[config.mk]
export PLATFORM = sky130hd
export DESIGN_NAME = binned_batch_dispatcher
export DESIGN_NICKNAME = d
export VERILOG_FILES = /design/src/rtl/core/bbd_pkg.sv /design/src/rtl/core/bbd_ram.sv /design/src/rtl/core/binned_batch_dispatcher.sv
export SDC_FILE = /design/constraint.sdc
export NUM_CORES = 2
export LEC_CHECK = 0
export ABC_CLOCK_PERIOD_IN_PS = 18100
export BUFFER_PORTS_ARGS = -buffer_cell sky130_fd_sc_hd__buf_2
export CAP_MARGIN = 20
export CORE_UTILIZATION = 33
export DETAILED_ROUTE_END_ITERATION = 6
export GPL_TIMING_DRIVEN = 0
export SKIP_LAST_GASP = 1
export SYNTH_ARGS = -nofsm -noshare
export SYNTH_HDL_FRONTEND = slang
export SYNTH_SLANG_ARGS = --single-unit
[constraint.sdc]
create_clock -name i_clk -period 18.1 [get_ports i_clk]
set_clock_uncertainty 0.05 [all_clocks]
set_input_delay 2.715 -clock i_clk [delete_from_list [all_inputs] [get_ports i_clk]]
set_output_delay 2.715 -clock i_clk [all_outputs]
set_load 0.005 [all_outputs]
[src/rtl/core/bbd_pkg.sv]
`timescale 1ns / 1ps
`default_nettype none

package bbd_pkg;

    // fixed field widths
    localparam int BIN_W   = 6;
    localparam int CNT_W   = 8;
    localparam int EVT_W   = 16;
    localparam int ITEM_W  = 20;
    localparam int ADDR_W  = 4;
    localparam int DATA_W  = 32;

    // request codes
    localparam logic [1:0] REQ_ADD        = 2'd0;
    localparam logic [1:0] REQ_FLUSH_PRI  = 2'd1;
    localparam logic [1:0] REQ_FLUSH_NORM = 2'd2;

    // result status codes
    localparam logic [1:0] STAT_HELD     = 2'd0;
    localparam logic [1:0] STAT_DISPATCH = 2'd1;
    localparam logic [1:0] STAT_REFUSED  = 2'd2;
    localparam logic [1:0] STAT_EMPTY    = 2'd3;

    // register indexes
    localparam logic [1:0] REG_PRI_EN    = 2'd0;
    localparam logic [1:0] REG_PRI_FIRST = 2'd1;
    localparam logic [1:0] REG_PRI_LAST  = 2'd2;
    localparam logic [1:0] REG_BSIZE     = 2'd3;

    localparam logic [CNT_W-1:0] BSIZE_RESET = 8'd16;
    localparam logic [CNT_W:0]   CNT_CAP     = 9'd255;

    // sequencer states
    typedef enum logic [1:0] {
        ST_IDLE,
        ST_ADD,
        ST_SCAN,
        ST_FIN
    } t_state;

endpackage

`default_nettype wire

[src/rtl/core/bbd_ram.sv]
`timescale 1ns / 1ps
`default_nettype none

module bbd_ram #(
    parameter int WIDTH = 8,
    parameter int DEPTH = 128
) (
    input  wire logic                                      i_clk,
    input  wire logic                                      i_we,
    input  wire logic [((DEPTH > 1) ? $clog2(DEPTH) : 1)-1:0] i_waddr,
    input  wire logic [WIDTH-1:0]                          i_wdata,
    input  wire logic [((DEPTH > 1) ? $clog2(DEPTH) : 1)-1:0] i_raddr,
    output logic      [WIDTH-1:0]                          o_rdata
);

    logic [WIDTH-1:0] r_mem [DEPTH];

    // one write port, registered read port
    always_ff @(posedge i_clk) begin
        if (i_we) begin
            r_mem[i_waddr] <= i_wdata;
        end
        o_rdata <= r_mem[i_raddr];
    end

endmodule

`default_nettype wire

[src/rtl/core/binned_batch_dispatcher.sv]
`timescale 1ns / 1ps
`default_nettype none

// channel   direction  handshake                 payload
// request   in         i_in_valid / o_in_ready   i_req_type i_item_id i_bin_index
//                                                i_event_number i_item_alive
// result    out        o_out_valid / i_out_ready o_status o_out_bin o_out_priority
//                                                o_out_count o_last
// config    in         psel penable pwrite       paddr pwdata prdata pready
//
// an add reads its count from the count ram, then updates it and registers the result
// a flush reads every bin of its class from the count ram in bin order, and output stalls hold it
// a refused add goes straight to its closing result; an unknown request gives no result
// synchronous reset clears all counts at once through per-entry valid flops
// a valid result word holds while i_out_ready is low; the sequencer waits on it

module binned_batch_dispatcher
    import bbd_pkg::*;
#(
    parameter int NUM_BINS = 64
) (
    input  wire logic              i_clk,
    input  wire logic              i_rst_n,
    // request channel
    input  wire logic              i_in_valid,
    output logic                   o_in_ready,
    input  wire logic [1:0]        i_req_type,
    input  wire logic [ITEM_W-1:0] i_item_id,
    input  wire logic [BIN_W-1:0]  i_bin_index,
    input  wire logic [EVT_W-1:0]  i_event_number,
    input  wire logic              i_item_alive,
    // result channel
    output logic                   o_out_valid,
    input  wire logic              i_out_ready,
    output logic [1:0]             o_status,
    output logic [BIN_W-1:0]       o_out_bin,
    output logic                   o_out_priority,
    output logic [CNT_W-1:0]       o_out_count,
    output logic                   o_last,
    // register port
    input  wire logic              psel,
    input  wire logic              penable,
    input  wire logic              pwrite,
    input  wire logic [ADDR_W-1:0] paddr,
    input  wire logic [DATA_W-1:0] pwdata,
    output logic      [DATA_W-1:0] prdata,
    output logic                   pready
);

    localparam int BW    = (NUM_BINS > 1) ? $clog2(NUM_BINS) : 1;
    localparam int AW    = BW + 1;
    localparam int DEPTH = 2 ** AW;
    localparam logic [BW-1:0]  LAST_BIN = BW'(NUM_BINS - 1);
    localparam logic [BIN_W:0] BIN_LIM  = (BIN_W + 1)'(NUM_BINS);

    // config registers
    logic              r_pri_en;
    logic [EVT_W-1:0]  r_pri_first;
    logic [EVT_W-1:0]  r_pri_last;
    logic [CNT_W-1:0]  r_bsize;

    // sequencer and datapath registers
    t_state            r_state, n_state;
    logic              r_cls_n, n_cls_n;
    logic [BW-1:0]     r_bin, n_bin;
    logic              r_pend_vld, n_pend_vld;
    logic [1:0]        r_pend_stat, n_pend_stat;
    logic [BIN_W-1:0]  r_pend_bin, n_pend_bin;
    logic              r_pend_pri, n_pend_pri;
    logic [CNT_W-1:0]  r_pend_cnt, n_pend_cnt;
    logic [DEPTH-1:0]  r_vld;

    // ram and emit controls
    logic [AW-1:0]     ram_raddr;
    logic [CNT_W-1:0]  ram_rdata;
    logic              ram_we;
    logic [AW-1:0]     cur_addr;
    logic              vld_set, vld_clr;
    logic              emit;
    logic [1:0]        e_stat;
    logic [BIN_W-1:0]  e_bin;
    logic              e_pri;
    logic [CNT_W-1:0]  e_cnt;
    logic              e_last;

    logic              accept, out_free, acc_pri, acc_refuse, cur_nz, advance, disp;
    logic [CNT_W:0]    cnt_inc;

    assign pready     = 1'b1;
    assign o_in_ready = (r_state == ST_IDLE);
    assign accept     = i_in_valid && o_in_ready;
    assign out_free   = !o_out_valid || i_out_ready;
    assign cur_addr   = {r_cls_n, r_bin};

    // priority window and refusal checks on the incoming word
    assign acc_pri    = r_pri_en && (i_event_number >= r_pri_first)
                        && (i_event_number <= r_pri_last);
    assign acc_refuse = !i_item_alive || ({1'b0, i_bin_index} >= BIN_LIM);

    // count update for an add; a valid entry always holds a nonzero count
    assign cur_nz  = r_vld[cur_addr];
    assign cnt_inc = {1'b0, (cur_nz ? ram_rdata : '0)} + 1'b1;
    assign disp    = (cnt_inc >= {1'b0, r_bsize}) || (cnt_inc >= CNT_CAP);

    // scan moves on unless a second batch is found while the result register is full
    assign advance = !(cur_nz && r_pend_vld && !out_free);

    // register port
    always_ff @(posedge i_clk) begin
        if (!i_rst_n) begin
            r_pri_en    <= 1'b0;
            r_pri_first <= '0;
            r_pri_last  <= '0;
            r_bsize     <= BSIZE_RESET;
        end else if (psel && penable && pwrite && pready) begin
            case (paddr[3:2])
                REG_PRI_EN:    r_pri_en    <= pwdata[0];
                REG_PRI_FIRST: r_pri_first <= pwdata[EVT_W-1:0];
                REG_PRI_LAST:  r_pri_last  <= pwdata[EVT_W-1:0];
                REG_BSIZE:     r_bsize     <= pwdata[CNT_W-1:0];
                default: ;
            endcase
        end
    end

    always_comb begin
        case (paddr[3:2])
            REG_PRI_EN:    prdata = {{(DATA_W-1){1'b0}}, r_pri_en};
            REG_PRI_FIRST: prdata = {{(DATA_W-EVT_W){1'b0}}, r_pri_first};
            REG_PRI_LAST:  prdata = {{(DATA_W-EVT_W){1'b0}}, r_pri_last};
            REG_BSIZE:     prdata = {{(DATA_W-CNT_W){1'b0}}, r_bsize};
            default:       prdata = '0;
        endcase
    end

    // next state
    always_comb begin
        n_state = r_state;
        case (r_state)
            ST_IDLE: begin
                if (accept) begin
                    case (i_req_type)
                        REQ_ADD:        n_state = acc_refuse ? ST_FIN : ST_ADD;
                        REQ_FLUSH_PRI:  n_state = ST_SCAN;
                        REQ_FLUSH_NORM: n_state = ST_SCAN;
                        default:        n_state = ST_IDLE;
                    endcase
                end
            end
            ST_ADD: begin
                if (out_free) n_state = ST_IDLE;
            end
            ST_SCAN: begin
                if (advance && (r_bin == LAST_BIN)) n_state = ST_FIN;
            end
            ST_FIN: begin
                if (out_free) n_state = ST_IDLE;
            end
            default: n_state = ST_IDLE;
        endcase
    end

    // datapath and result controls
    always_comb begin
        n_cls_n     = r_cls_n;
        n_bin       = r_bin;
        n_pend_vld  = r_pend_vld;
        n_pend_stat = r_pend_stat;
        n_pend_bin  = r_pend_bin;
        n_pend_pri  = r_pend_pri;
        n_pend_cnt  = r_pend_cnt;
        ram_raddr   = cur_addr;
        ram_we      = 1'b0;
        vld_set     = 1'b0;
        vld_clr     = 1'b0;
        emit        = 1'b0;
        e_stat      = STAT_HELD;
        e_bin       = '0;
        e_pri       = 1'b0;
        e_cnt       = '0;
        e_last      = 1'b1;
        case (r_state)
            ST_IDLE: begin
                if (accept) begin
                    case (i_req_type)
                        REQ_ADD: begin
                            n_cls_n     = !acc_pri;
                            n_bin       = i_bin_index[BW-1:0];
                            n_pend_vld  = acc_refuse;
                            n_pend_stat = STAT_REFUSED;
                            n_pend_bin  = i_bin_index;
                            n_pend_pri  = 1'b0;
                            n_pend_cnt  = '0;
                            ram_raddr   = {!acc_pri, i_bin_index[BW-1:0]};
                        end
                        REQ_FLUSH_PRI, REQ_FLUSH_NORM: begin
                            n_cls_n    = (i_req_type == REQ_FLUSH_NORM);
                            n_bin      = '0;
                            n_pend_vld = 1'b0;
                            ram_raddr  = {(i_req_type == REQ_FLUSH_NORM), {BW{1'b0}}};
                        end
                        default: ;
                    endcase
                end
            end
            ST_ADD: begin
                if (out_free) begin
                    emit    = 1'b1;
                    e_stat  = disp ? STAT_DISPATCH : STAT_HELD;
                    e_bin   = BIN_W'(r_bin);
                    e_pri   = !r_cls_n;
                    e_cnt   = cnt_inc[CNT_W-1:0];
                    vld_clr = disp;
                    vld_set = !disp;
                    ram_we  = !disp;
                end
            end
            ST_SCAN: begin
                if (advance) begin
                    ram_raddr = {r_cls_n, r_bin + 1'b1};
                    n_bin     = r_bin + 1'b1;
                    if (cur_nz) begin
                        // hand on the batch found before and hold this one
                        emit        = r_pend_vld;
                        e_stat      = r_pend_stat;
                        e_bin       = r_pend_bin;
                        e_pri       = r_pend_pri;
                        e_cnt       = r_pend_cnt;
                        e_last      = 1'b0;
                        vld_clr     = 1'b1;
                        n_pend_vld  = 1'b1;
                        n_pend_stat = STAT_DISPATCH;
                        n_pend_bin  = BIN_W'(r_bin);
                        n_pend_pri  = !r_cls_n;
                        n_pend_cnt  = ram_rdata;
                    end
                end
            end
            ST_FIN: begin
                if (out_free) begin
                    emit       = 1'b1;
                    n_pend_vld = 1'b0;
                    if (r_pend_vld) begin
                        e_stat = r_pend_stat;
                        e_bin  = r_pend_bin;
                        e_pri  = r_pend_pri;
                        e_cnt  = r_pend_cnt;
                    end else begin
                        e_stat = STAT_EMPTY;
                        e_pri  = !r_cls_n;
                    end
                end
            end
            default: ;
        endcase
    end

    // control registers
    always_ff @(posedge i_clk) begin
        if (!i_rst_n) begin
            r_state    <= ST_IDLE;
            r_pend_vld <= 1'b0;
            r_vld      <= '0;
            o_out_valid <= 1'b0;
        end else begin
            r_state    <= n_state;
            r_pend_vld <= n_pend_vld;
            if (vld_set) r_vld[cur_addr] <= 1'b1;
            if (vld_clr) r_vld[cur_addr] <= 1'b0;
            if (emit) begin
                o_out_valid <= 1'b1;
            end else if (i_out_ready) begin
                o_out_valid <= 1'b0;
            end
        end
    end

    // payload registers
    always_ff @(posedge i_clk) begin
        r_cls_n     <= n_cls_n;
        r_bin       <= n_bin;
        r_pend_stat <= n_pend_stat;
        r_pend_bin  <= n_pend_bin;
        r_pend_pri  <= n_pend_pri;
        r_pend_cnt  <= n_pend_cnt;
        if (emit) begin
            o_status       <= e_stat;
            o_out_bin      <= e_bin;
            o_out_priority <= e_pri;
            o_out_count    <= e_cnt;
            o_last         <= e_last;
        end
    end

    // batch counts, priority class in the lower half
    bbd_ram #(
        .WIDTH (CNT_W),
        .DEPTH (DEPTH)
    ) u_count_ram (
        .i_clk   (i_clk),
        .i_we    (ram_we),
        .i_waddr (cur_addr),
        .i_wdata (cnt_inc[CNT_W-1:0]),
        .i_raddr (ram_raddr),
        .o_rdata (ram_rdata)
    );

endmodule

`default_nettype wire

* Word level (Yosys, flattened, before mapping)
Memory sizes are Yosys's and may differ from the RTL's. A register that Yosys moved wholly into a read port is not among the register bits.
Index checks and enable logic that the tools add are counted.
** Word-level totals
- Flip-flop bits (word level) :: 215
- Bits in writable memories :: 1024
- Bits of input ports :: 88
- Output and inout port bits :: 53
- Memories kept :: 1
** Operators by class
- Add/subtract/negate cells :: 2
- Magnitude comparators :: 6
- Equality and inequality tests :: 17
- Muxes and demuxes :: 90
- Bitwise operators :: 4
- Reductions and logical operators :: 37
** Memories
- u_count_ram.r_mem :: depth 128, width 8, read ports 1, clocked after memory_dff 1, write ports 1, line bbd_ram.sv:16 : logic [WIDTH-1:0] r_mem [DEPTH];
** Operators by type and width (number)
- 128-bit two-way mux :: 3
- 128-bit AND :: 1
- 128-bit inverter :: 1
- 128-bit bitwise OR :: 1
- 32-bit case mux with 4 select lines :: 1
- 8-bit two-way mux :: 10
- 6-bit two-way mux :: 12
- 6-bit case mux with 2 select lines :: 3
- 1-bit two-way mux :: 30
- 7-bit case mux with 2 select lines :: 2
- 2-bit two-way mux :: 12
- 8-bit case mux with 3 select lines :: 1
- 6-bit case mux with 3 select lines :: 1
- 16-bit >= comparator :: 1
- 16-bit less-or-equal comparator :: 1
- 8-bit case mux with 2 select lines :: 1
- 2-bit case mux with 3 select lines :: 2
- 2-bit == test (second input constant) :: 5
- 1-bit case mux with 2 select lines :: 5
- 8-bit by 1-bit adder with 9-bit output (second input constant) :: 1
- 9-bit by 8-bit >= comparator with 1-bit output :: 1
- 9-bit by 8-bit >= comparator with 1-bit output (second input constant) :: 1
- 1-bit logical AND :: 9
- 7-bit by 8-bit less-than comparator with 1-bit output (second input constant) :: 1
- 24 further kinds :: 50

* Longest topological paths before layout
- Depth in word-level cells :: 13
- Gate-level depth with buffers :: 27
- Mapped depth without buffers :: 22

* By module
Synthesis repeated with hierarchy kept, for this count alone.
** Unflattened totals
- Cell total of the unflattened synthesis :: 3021
- Area, all modules :: 51787.2 um2
** By module, submodules not included
- bbd_ram :: instances 1, cells each 1635, area each 39665.5 um2
- binned_batch_dispatcher :: instances 1, cells each 1386, area each 12121.6 um2

* Worst setup path before layout
OpenSTA, ideal clock, no wires.
- Path kind :: flip-flop to flip-flop
- From :: register r_bin[1]
- To :: memory u_count_ram.r_mem[104][0], enable pin
- Setup time :: 374 ps
- Arrival time :: 11274 ps
- Slack :: 6402 ps
- Stages on the path, launching flop included :: 25
- Path buffers :: 4
- Period minus slack after synthesis :: 11698 ps
- Cells stage by stage :: edfxtp_1 -> buf_6 -> and2_1 -> buf_2 -> a22oi_1 -> o32ai_1 -> or4_4 -> nor4_4 -> nand3_4 -> clkbuf_1 -> nand2_1 -> inv_1 -> ha_1 -> xnor2_1 -> ha_1 -> a21o_1 -> a21o_1 -> a21o_1 -> a21o_1 -> a21o_1 -> a221o_1 -> nor3_1 -> nand2_1 -> clkbuf_1 -> nor2_1
** Between the ends
- Longest elaborated chain between the ends :: 11
** Ends and longest elaborated chain
- start, declared :: line binned_batch_dispatcher.sv:65 : logic [BW-1:0] r_bin, n_bin;
- start signal, assigned :: line binned_batch_dispatcher.sv:281 : r_bin <= n_bin;
- 1-bit binary-select mux with 7-bit select * :: line binned_batch_dispatcher.sv:101 : assign cur_nz = r_vld[cur_addr];
- 1-bit two-way mux (not written as such) * :: line binned_batch_dispatcher.sv:101
- 8-bit two-way mux * :: line binned_batch_dispatcher.sv:102 : assign cnt_inc = {1'b0, (cur_nz ? ram_rdata : '0)} + 1'b1;
- 8-bit by 1-bit adder with 9-bit output * :: line binned_batch_dispatcher.sv:102
- named net cnt_inc[0] :: line binned_batch_dispatcher.sv:87 : logic [CNT_W:0] cnt_inc;
- 9-bit by 8-bit >= comparator with 1-bit output :: line binned_batch_dispatcher.sv:103 : assign disp = (cnt_inc >= {1'b0, r_bsize}) || (cnt_inc >= CNT_CAP);
- 1-bit logical OR * :: line binned_batch_dispatcher.sv:103
- 1-bit zero test * :: line binned_batch_dispatcher.sv:215 : ram_we = !disp;
- 1-bit two-way mux * :: line binned_batch_dispatcher.sv:207 : if (out_free) begin
- 1-bit two-way mux * :: line binned_batch_dispatcher.sv:182 : case (r_state)
- 1-bit two-way mux * :: line bbd_ram.sv:20 : if (i_we) begin
- 1-bit two-way mux (not written as such) * :: line bbd_ram.sv:21 : r_mem[i_waddr] <= i_wdata;
- end, declared :: line bbd_ram.sv:16
Mark *: on every way through the listed nets, which the timed path passes. The rest lies on a longest branch. The select of a mux whose other input is x is not followed.

* Final worst setup path
- From :: register r_bin[3]
- To :: memory u_count_ram.r_mem[78][0], enable pin
Same word-level chain as after synthesis.

==> metrics.cfg <==
[worst_setup_path]
crit_slowest_cell=nor2_1
crit_path_start_kind=register
crit_required_ns=18.47
crit_type=register to register
crit_path_end_kind=register
slowest_delay_ns=1.01
cp_max_fo=67
path_cells=clkbuf_1 -> nor2b_1 -> o21ai_0 -> a41oi_1 -> nor4_4 -> nand3_4 -> clkbuf_1 -> nand2_4 -> inv_1 -> ha_4 -> nand3_1 -> xnor2_1 -> and2_4 -> ha_1 -> a21o_1 -> a21o_1 -> a21o_1 -> a221o_1 -> nor3_1 -> nand2_1 -> clkbuf_1 -> nor2_1
arrival_ns=10.36

[synthesis]
synth.avg_cell_area_um2=13.05
ys_ff_latch=1247
ys_warn_count=0
async_flop_share_pct=0
yosysUniqueCellTypes=98
synth-edff-count=1066
synthFlopType=edfxtp_1
synth_seq_area_share_pct=67.69
synth_area_mm2=0.05265
syn_inst=4033

[grt]
overflow=0
antenna_found_initial=11
grt_max_degree=75
grt_pass1_wl_mm=275.6
first_global_vias=35890
track_usage_pct=24.19

[route]
wl_mm=199.5
drc=0
dr_total_vias=38270
ant_nets=0
wl_per_cell_um=30.29
drtPass1Iterations=6
drtIter0Drc=6147
vias_per_cell=5.812

[cts]
cts_sinks=1247
cts_tree=yes
clock-root-buffer=clkbuf_16
clkSlewWorstSetupHoldPaths_ns=0.06
cts_buffers=134
cts_resized=0
cts_setup_buffers=0
cts_hold_buf=0
clockBufferDepth=3
clock_latency_ns=0.81
cts.htree.levels=4

[worst_hold_path]
hp-class=register to register

[floorplan]
rows=146
io_pins=141
die_area_mm2=0.1611
die_w_um=401.4
die-height_um=401.4
core_area_mm2=0.1584
start_util_pct=33.24

[sta]
hold_violations=0
period_share_pct=55.22
finalMaxSlewViolations=0
max_freq_ghz=0.1000
slew_headroom_pct=14.09
final.setup.tns_ns=0
rsz0062_at_grt=false
finalSetupViolCount=0
worst_slew_pin_slew_ns=1.277
fin_crit_ns=9.995

[power_and_ir_drop]
p_leak_nw=21.08
worst_ir_drop_vdd_v=0.0001264
powerDensity_mw_per_mm2=195.2

[cells_and_area]
syn2layout_area_growth_pct=16.67
drive_above_1_share_pct=16.78
design_area_mm2=0.06142
fillers=15000
layout.nets=4539

[job]
drv_cap=0

[placed_design]
portBuffers=84
gp_congestion=0.9990
dpl_cell_area_mm2=0.05714
hpwlAfterDp_mm=143.3

[outcome]
status=finished, final reports clean

==> where the power goes <==
part | switching, mW | internal [mW] | total, mW
clock network | 1.18 | 1.45 | 2.63
logic | 4.29 | 1.49 | 5.78
registers | 0.0317 | 3.54 | 3.58
total | 5.51 | 6.48 | 12.0
==> worst max-delay path: cells and delay by family (launching register included) <==
family | cells | cell delay [ns]
simple gates | 9 | 4.61
compound gates | 6 | 1.91
buf+inv | 4 | 1.82
fa+ha+maj | 2 | 0.58
flops | 1 | 0.40
xor+xnor | 1 | 0.20
==> synthesized netlist by cell type (all sizes together), types with 7 or more instances <==
| library cell | count | share of area [%] |
|---|---|---|
| nand4 | 26 | 0.31 |
| a21oi | 189 | 1.8 |
| o2111ai | 12 | 0.20 |
| a22oi | 39 | 0.56 |
| edfxtp | 1066 | 61 |
| ha | 53 | 1.3 |
| a31oi | 44 | 0.53 |
| o22ai | 40 | 0.48 |
| nor2 | 218 | 1.6 |
| and2 | 25 | 0.30 |
| nor3 | 29 | 0.29 |
| a221oi | 19 | 0.32 |
| clkbuf | 119 | 0.85 |
| or2 | 7 | 0.083 |
| and3 | 25 | 0.30 |
| inv | 58 | 0.41 |
| mux2i | 198 | 3.8 |
| o211ai | 19 | 0.30 |
| a221o | 16 | 0.30 |
| o21a | 7 | 0.10 |
| nor2b | 12 | 0.14 |
| a311oi | 8 | 0.16 |
| mux4 | 26 | 1.1 |
| a21o | 14 | 0.20 |
| o221a | 133 | 2.8 |
| o21ai | 65 | 0.64 |
| nand3 | 250 | 2.4 |
| mux2 | 13 | 0.29 |
| nor4 | 17 | 0.25 |
| nand2 | 734 | 5.3 |
| nor3b | 7 | 0.10 |
| a32oi | 34 | 0.57 |
| buf | 163 | 1.9 |
| a211oi | 16 | 0.23 |
| dfxtp | 181 | 6.9 |
| a22o | 32 | 0.53 |
| or3 | 16 | 0.19 |
| nand2b | 17 | 0.20 |
==> stage by stage <==
step                      utilization, %  instances  setup slack (ns)  power, mW  hold WS [ns]
final                              38.78       6585             8.105      11.99        0.4114
after global routing               38.78       6583             7.852      12.21        0.4372
after CTS                          38.68       6569             8.259      11.78        0.4136
after detailed placement           36.08       6321             8.289      9.181        0.4049
after global placement             35.18       6204            -4.685      9.122        0.3962
after floorplan                        -       4048             6.402      6.577        0.3863
==> layout make-up <==
cell class              count  area, um^2  share of cell area [%]
well taps                2072        2592                   4.221
clock inverters            71       570.5                  0.9289
repair buffers            214        1934                   3.149
multi-input cells        2459       15440                   25.13
clock buffers             177        3548                   5.777
inverters                  60       225.2                  0.3667
diodes                      3       7.507                 0.01222
plain buffers             282        1473                   2.398
flip-flops and latches   1247       35630                   58.01
==> metal layers <==
metal,GRT usage [%],wire length [um],vias up
met5,0,27,-
met4,13.27,12740,4
met3,7.238,23430,604
met2,36.19,86250,2558
met1,31.33,77030,19090
li1,-,-,16020
==> path summary, 6_finish.rpt <==
kind                  from                       end  slack [ns]  cells after the start
max               r_bin[3]  u_count_ram.r_mem[78][0]        8.10                     22
min          r_pri_last[2]             r_pri_last[2]        0.41                      2
max reg2reg       r_bin[3]  u_count_ram.r_mem[78][0]        8.10                     22
min reg2reg  r_pri_last[2]             r_pri_last[2]        0.41                      2
==> cells in the final DEF (no fill, tap or decap), types with 18 or more instances in the layout <==
master / Yosys / routed
edfxtp_1: 1066 / 1066
nand2_1: 729 / 728
nand3_1: 249 / 249
nor2_1: 215 / 208
mux2i_1: 198 / 198
a21oi_1: 188 / 188
dfxtp_1: 181 / 181
buf_2: 82 / 172
clkbuf_1: 119 / 158
clkbuf_16: 0 / 134
o221a_2: 133 / 133
buf_4: 56 / 92
buf_6: 12 / 66
o21ai_0: 63 / 63
inv_1: 58 / 58
ha_1: 53 / 52
a31oi_1: 43 / 43
o22ai_1: 40 / 40
a22oi_1: 39 / 39
clkinv_1: 2 / 35
a32oi_1: 34 / 34
a22o_1: 32 / 32
nor3_1: 27 / 27
mux4_2: 26 / 26
nand4_1: 26 / 26
and3_1: 25 / 25
and2_1: 24 / 23
a221oi_1: 19 / 19
o211ai_1: 18 / 18
==> flip-flops by register name, summed over array words and instances, names as in the netlist, 2 cells and up <==
register / count
u_count_ram.r_mem: 1024
r_vld: 128
r_pri_first: 16
r_pri_last: 16
o_out_count: 8
r_bsize: 8
r_pend_cnt: 8
u_count_ram.o_rdata: 8
o_out_bin: 6
r_bin: 6
r_pend_bin: 6
o_status: 2
r_pend_stat: 2
r_state: 2
==> cell families (layout without fill, tap and decap cells) <==
group | Yosys count | after routing | share of synthesized area [%]
simple gates | 1401 | 1401 | 11.73
flops | 1247 | 1247 | 67.69
compound gates | 742 | 742 | 10.77
buf+inv | 342 | 804 | 3.225
mux | 237 | 237 | 5.162
fa+ha+maj | 53 | 53 | 1.260
xor+xnor | 9 | 9 | 0.1497
other cells | 2 | 20 | 0.01427
Power figures use the tool's default switching activity.
